[src/rtl/plb_pkg.sv]
package plb_pkg;

  localparam int CAPACITY   = 64;
  localparam int ITEM_WIDTH = 32;
  localparam int IDX_W      = $clog2(CAPACITY);
  localparam int CNT_W      = $clog2(CAPACITY + 1);

  typedef enum logic [2:0] {
    MODE_INS_HEAD  = 3'd0,
    MODE_INS_TAIL  = 3'd1,
    MODE_INS_AFTER = 3'd2,
    MODE_LOOKUP    = 3'd3,
    MODE_DEL_FIRST = 3'd4,
    MODE_DEL_LAST  = 3'd5,
    MODE_DEL_AT    = 3'd6,
    MODE_LENGTH    = 3'd7
  } mode_t;

  typedef enum logic [1:0] {
    ST_OK    = 2'd0,
    ST_EMPTY = 2'd1,
    ST_NOPOS = 2'd2,
    ST_FULL  = 2'd3
  } status_t;

  typedef enum logic [1:0] {
    OP_HOLD = 2'd0,
    OP_INS  = 2'd1,
    OP_DEL  = 2'd2
  } cell_op_t;

  typedef struct packed {
    cell_op_t              op;
    logic [IDX_W-1:0]      idx;
    logic [ITEM_WIDTH-1:0] value;
  } cell_cmd_t;

endpackage

[src/rtl/plb_cell.sv]
module plb_cell
  import plb_pkg::*;
(
  input  logic                  clk,
  input  logic [IDX_W-1:0]      cell_idx,
  input  cell_cmd_t             cmd,
  input  logic [ITEM_WIDTH-1:0] prev_item,
  input  logic [ITEM_WIDTH-1:0] next_item,
  output logic [ITEM_WIDTH-1:0] item,
  output logic [ITEM_WIDTH-1:0] hit_item
);

  logic [ITEM_WIDTH-1:0] item_next;

  always_comb begin
    item_next = item;
    unique case (cmd.op)
      OP_INS: begin
        if (cell_idx > cmd.idx) begin
          item_next = prev_item;
        end else if (cell_idx == cmd.idx) begin
          item_next = cmd.value;
        end
      end
      OP_DEL: begin
        if (cell_idx >= cmd.idx) begin
          item_next = next_item;
        end
      end
      default: item_next = item;
    endcase
  end

  always_ff @(posedge clk) begin
    item <= item_next;
  end

  assign hit_item = (cell_idx == cmd.idx) ? item : '0;

endmodule

[config.mk]
export PLATFORM = sky130hd
export DESIGN_NAME = plb_cell
export DESIGN_NICKNAME = d
export VERILOG_FILES = /design/src/rtl/plb_pkg.sv /design/src/rtl/plb_cell.sv
export SDC_FILE = /design/constraint.sdc
export NUM_CORES = 1
export LEC_CHECK = 0
export ABC_AREA = 1
export BUFFER_PORTS_ARGS = -buffer_cell sky130_fd_sc_hd__buf_2
export CAP_MARGIN = 10
export CORE_ASPECT_RATIO = 0.8
export CORE_MARGIN = 8
export CORE_UTILIZATION = 45
export DETAILED_ROUTE_END_ITERATION = 12
export PLACE_DENSITY = 0.95
export SLEW_MARGIN = 5
export SYNTH_ARGS = -nofsm -noshare
export SYNTH_HDL_FRONTEND = slang
export SYNTH_SLANG_ARGS = --single-unit
[constraint.sdc]
create_clock -name clk -period 6 [get_ports clk]
set_input_delay 1.8 -clock clk [delete_from_list [all_inputs] [get_ports clk]]
set_output_delay 1.8 -clock clk [all_outputs]
set_load 0.05 [all_outputs]
# == After elaboration in Yosys (flattened, before gate mapping) ==
# Index checks and enable logic that the tools add are counted.
# totals
register_bits,32
latchBits,0
mem_bits_rw,0
rom_bits,0
in_bits,111
out_inout_bits,64
mem_count,0
# op_classes
add_sub_neg,0
n_mul,0
n_div,0
order_cmp,2
eq_ne,5
shift,0
mux,5
bitwise_logic,0
n_reduce_logical,2
# op_table
operator,count
two-way mux 32 bit,4
case mux 32 bit (2 select lines),1
== test 6 bit,1
>= comparator 6 bit,1
> comparator 6 bit,1
"!= test 3 bit, second input constant",1
AND reduction 3 bit,1
"== test 2 x 1 -> 1 bit, second input constant",1
"== test 2 bit, second input constant",1
"!= test 2 bit, second input constant",1
nonzero test 2 bit,1

# == Longest topological paths before layout ==
# logic_depth
word_depth,4
mapped_depth,12

# == Least setup slack after synthesis ==
# OpenSTA, ideal clock, no wires.
# synth_timing
kind,input to output
start,input cmd[37] in the netlist's numbering
end,output hit_item[10]
arrival_ps,3371
required_ps,4200
slack_ps,829
cell_stages,8
n_path_buf,2
path_cell_list,inv_1 ha_1 nand2_2 nor2_4 nand3_4 buf_6 buf_2 nor2_1
# synth_via
elab_chain_len,2
# synth_lines
item,line_no,rtl
"start, declared",plb_cell.sv:6,"input cell_cmd_t cmd,"
== test 6 bit,plb_cell.sv:38,assign hit_item = (cell_idx == cmd.idx) ? item : '0;
two-way mux 32 bit,plb_cell.sv:38,
"end, declared",plb_cell.sv:10,output logic [ITEM_WIDTH-1:0] hit_item
# Every way passes these cells.

# == Worst setup path in the final report ==
# Same ends and word-level chain as after synthesis.

==> metrics.md <==
| Metric | Value |
|---|---|
| CP required | 4.20 ns |
| RSZ-0062 raised after global routing | false |
| TNS Setup | 0 ns |
| Final ANT Viol Nets | 0 |
| Syn_nets | 492 |
| Xor-xnor portion of the synthesized cell area | 0% |
| Status | finished clean |
| Htree depth | 2 |
| Post-synthesis simple-gate area fraction | a little under two fifths |
| CTS sink count | 32 |
| Total die area | 0.00826 mm^2 |
| Initial Utilization | 46.3% |
| DRC | 0 |
| Post-Route WL | 8.21 mm |
| EDFF count, synth | 32 |
| Yosys top cell by area | edfxtp_1 |
| Top post-synthesis cells by count | 109 x inv_1, 103 x nand2_1, 59 x nand3_1 |
| Vias/cell | 4.53 |
| Startpoint class of the critical path | input pin |
| Maximum clock rate | 0.187 GHz |
| Syn avg cell area | 6.72 um^2 |
| Post-Synthesis Cells | 375 |
| Biggest register | item |
| Area growth syn-to-layout | 37.2% |
| Share of cells above drive strength 1 | 35.7% |
| Post CTS Setup Buffer Count | 0 |
| Largest net degree at the start of global routing | 60 |
| Register bit count reported by yosys | 32 |
| Post-synthesis compound-gate area fraction | less than 1% |
| CTS resizes | 0 |
| Most numerous cell in the Yosys netlist | inv_1 |
| CTS Hold Bufs | 0 |
| Fin nets | 657 |
| Tightest Hold Check Type | in2reg |
| Final Core Density | 63.6% |
| Critical setup path kind | in2out |
| ANT cells | 0 |
| Biggest regs | item x32 |
| Mux cell area share after synthesis | 0% |
| I/O pin cnt | 175 |
| Post-DP HPWL | 6.38 mm |
| VDD IR max | between 0.00008 and 0.00009 V |
| Mapped cell area | about 0.0025 mm^2 |
| First-pass GRT wire length | 13.0 mm |
| Root buffer cell | clkbuf_8 |
| Number of library cell types mapped by synthesis | 19 |
| Largest family of logic cells by synthesized area | simple AND/OR/NAND/NOR gates |
| CTS tree | built |
| Die W | 99.6 um |
| Largest fanout on the critical path | 59 |
| Final GP Congestion | 0.789 |
| Vias | 2,801 |
| Worst Tran Pin Value | 1.23 ns |
| Hold Crit Start | next_item[17] |
| DRT iter0 DRCs | around 120 |
| Fin. Hold Viols | 0 |
| Share of the synthesized area in the top cell type | 38.2% |
| Synth Area in Adders | 2.98% |
| CP endpoint kind | output pin |
| Pre-Repair DR Iteration Count | 4 |
| Sequential share of the synthesized area | 38.2% |
| Asr flop ratio synth | 0% |
| Critical Path AT | ~3.6 ns |
| Top area cells in the synthesized netlist | edfxtp_1 38%, inv_1 16%, nand2_1 15% |
| Dominant synthesized flop cell | edfxtp_1 |
| Routed WL per cell | roughly 13 um |
| Port Buffers | 174 |
| Count of pins over their slew limit | 0 |
| Cts bufs inserted | 5 |
| Tcrit/Tclk final | 89.2% |
| Die Y | 82.9 um |
| Vias in the first global route | roughly 2,800 |
| Max reg flops | 32 |
| Clock transition at the registers of the reported paths | around 0.07 ns |
| Worst rel slew slack | 17.9% |
| Leak | 0.00225 uW |
| Final min period | 5.35 ns |
| Synth Warn # | 0 |
| Critical Path Start | cmd[37] |
| FP Rows | 24 |
| Initial antenna violation count | 0 |
| Max cap viols | 0 |
| Grt total ovfl | 0 |
| PD cells | 216 mW/mm^2 |
| Final setup viols | 0 |
| Total Routing Usage GR | 19.1% |
| CTS max path bufs | 2 |
| Core Region | between 0.005 and 0.006 mm^2 |
[critical path, stage by stage]
cell     delay [ns]
buf_2          0.07
inv_1          0.03
ha_1           0.30
nand2_2        0.08
nor2_4         0.14
nand3_4        0.51
nor2_1         0.28
buf_2          0.30
[placed cells by master (no fill, tap or decap), types with 3 or more instances in the layout]
master,Yosys,routed
buf_4,2,3
nand3_1,59,59
nor2_1,33,33
nand2_1,103,103
clkbuf_8,0,5
inv_1,109,109
buf_2,6,174
ha_1,6,6
edfxtp_1,32,32
nand3_2,5,5
[metal layers]
layer / wire length (um) / up-vias / global-route usage, %
met2: 4130 / 151 / 35.3
met4: 141 / 0 / 6.04
met1: 3230 / 1202 / 20.5
li1: - / 1436 / -
met3: 708 / 12 / 4.83
met5: 0 / - / 0
[path summary, 6_finish.rpt]
check / to / slack [ns] / cells past startpoint
setup / recovery: hit_item[10] / 0.65 / 8
hold / removal: item[17] / 1.79 / 3
[cell families after synthesis]
| kind of cell | count (synthesis) |
|---|---|
| and+or+nand+nor | 207 |
| buffers and inverters | 128 |
| DFF | 32 |
| adders and majority gates | 6 |
| AOI/OAI and AO/OA | 2 |
[final cells by class]
type                       instances  area, um^2
multi-input combinational        215        1020
tap                               78        97.6
timing repair buffer             177         893
inverter                         109         409
fill                             489        1980
sequential                        32         961
clock buffer                       5        68.8
clock inverter                     2        7.51
[power breakdown]
part / switching [uW] / total [uW] / internal [uW]
registers: 13.6 / 298 / 285
logic: 212 / 296 / 83.7
clock network: 74.8 / 151 / 76.5
[through the flow]
stage / power [uW] / instances / hold slack [ns] / setup WS [ns] / cell area [um^2]
after CTS: 750 / 618 / 1.79 / 0.587 / 3450
after detailed placement: 600 / 611 / 2.08 / 0.596 / 3380
after floorplan: 517 / 375 / 1.99 / 0.829 / 2520
final: 745 / 618 / 1.79 / 0.648 / 3450
after global placement: 590 / 611 / 2.07 / 0.765 / 3380
after global routing: 788 / 618 / 1.80 / 0.444 / 3450
Power figures use the tool's default switching activity.
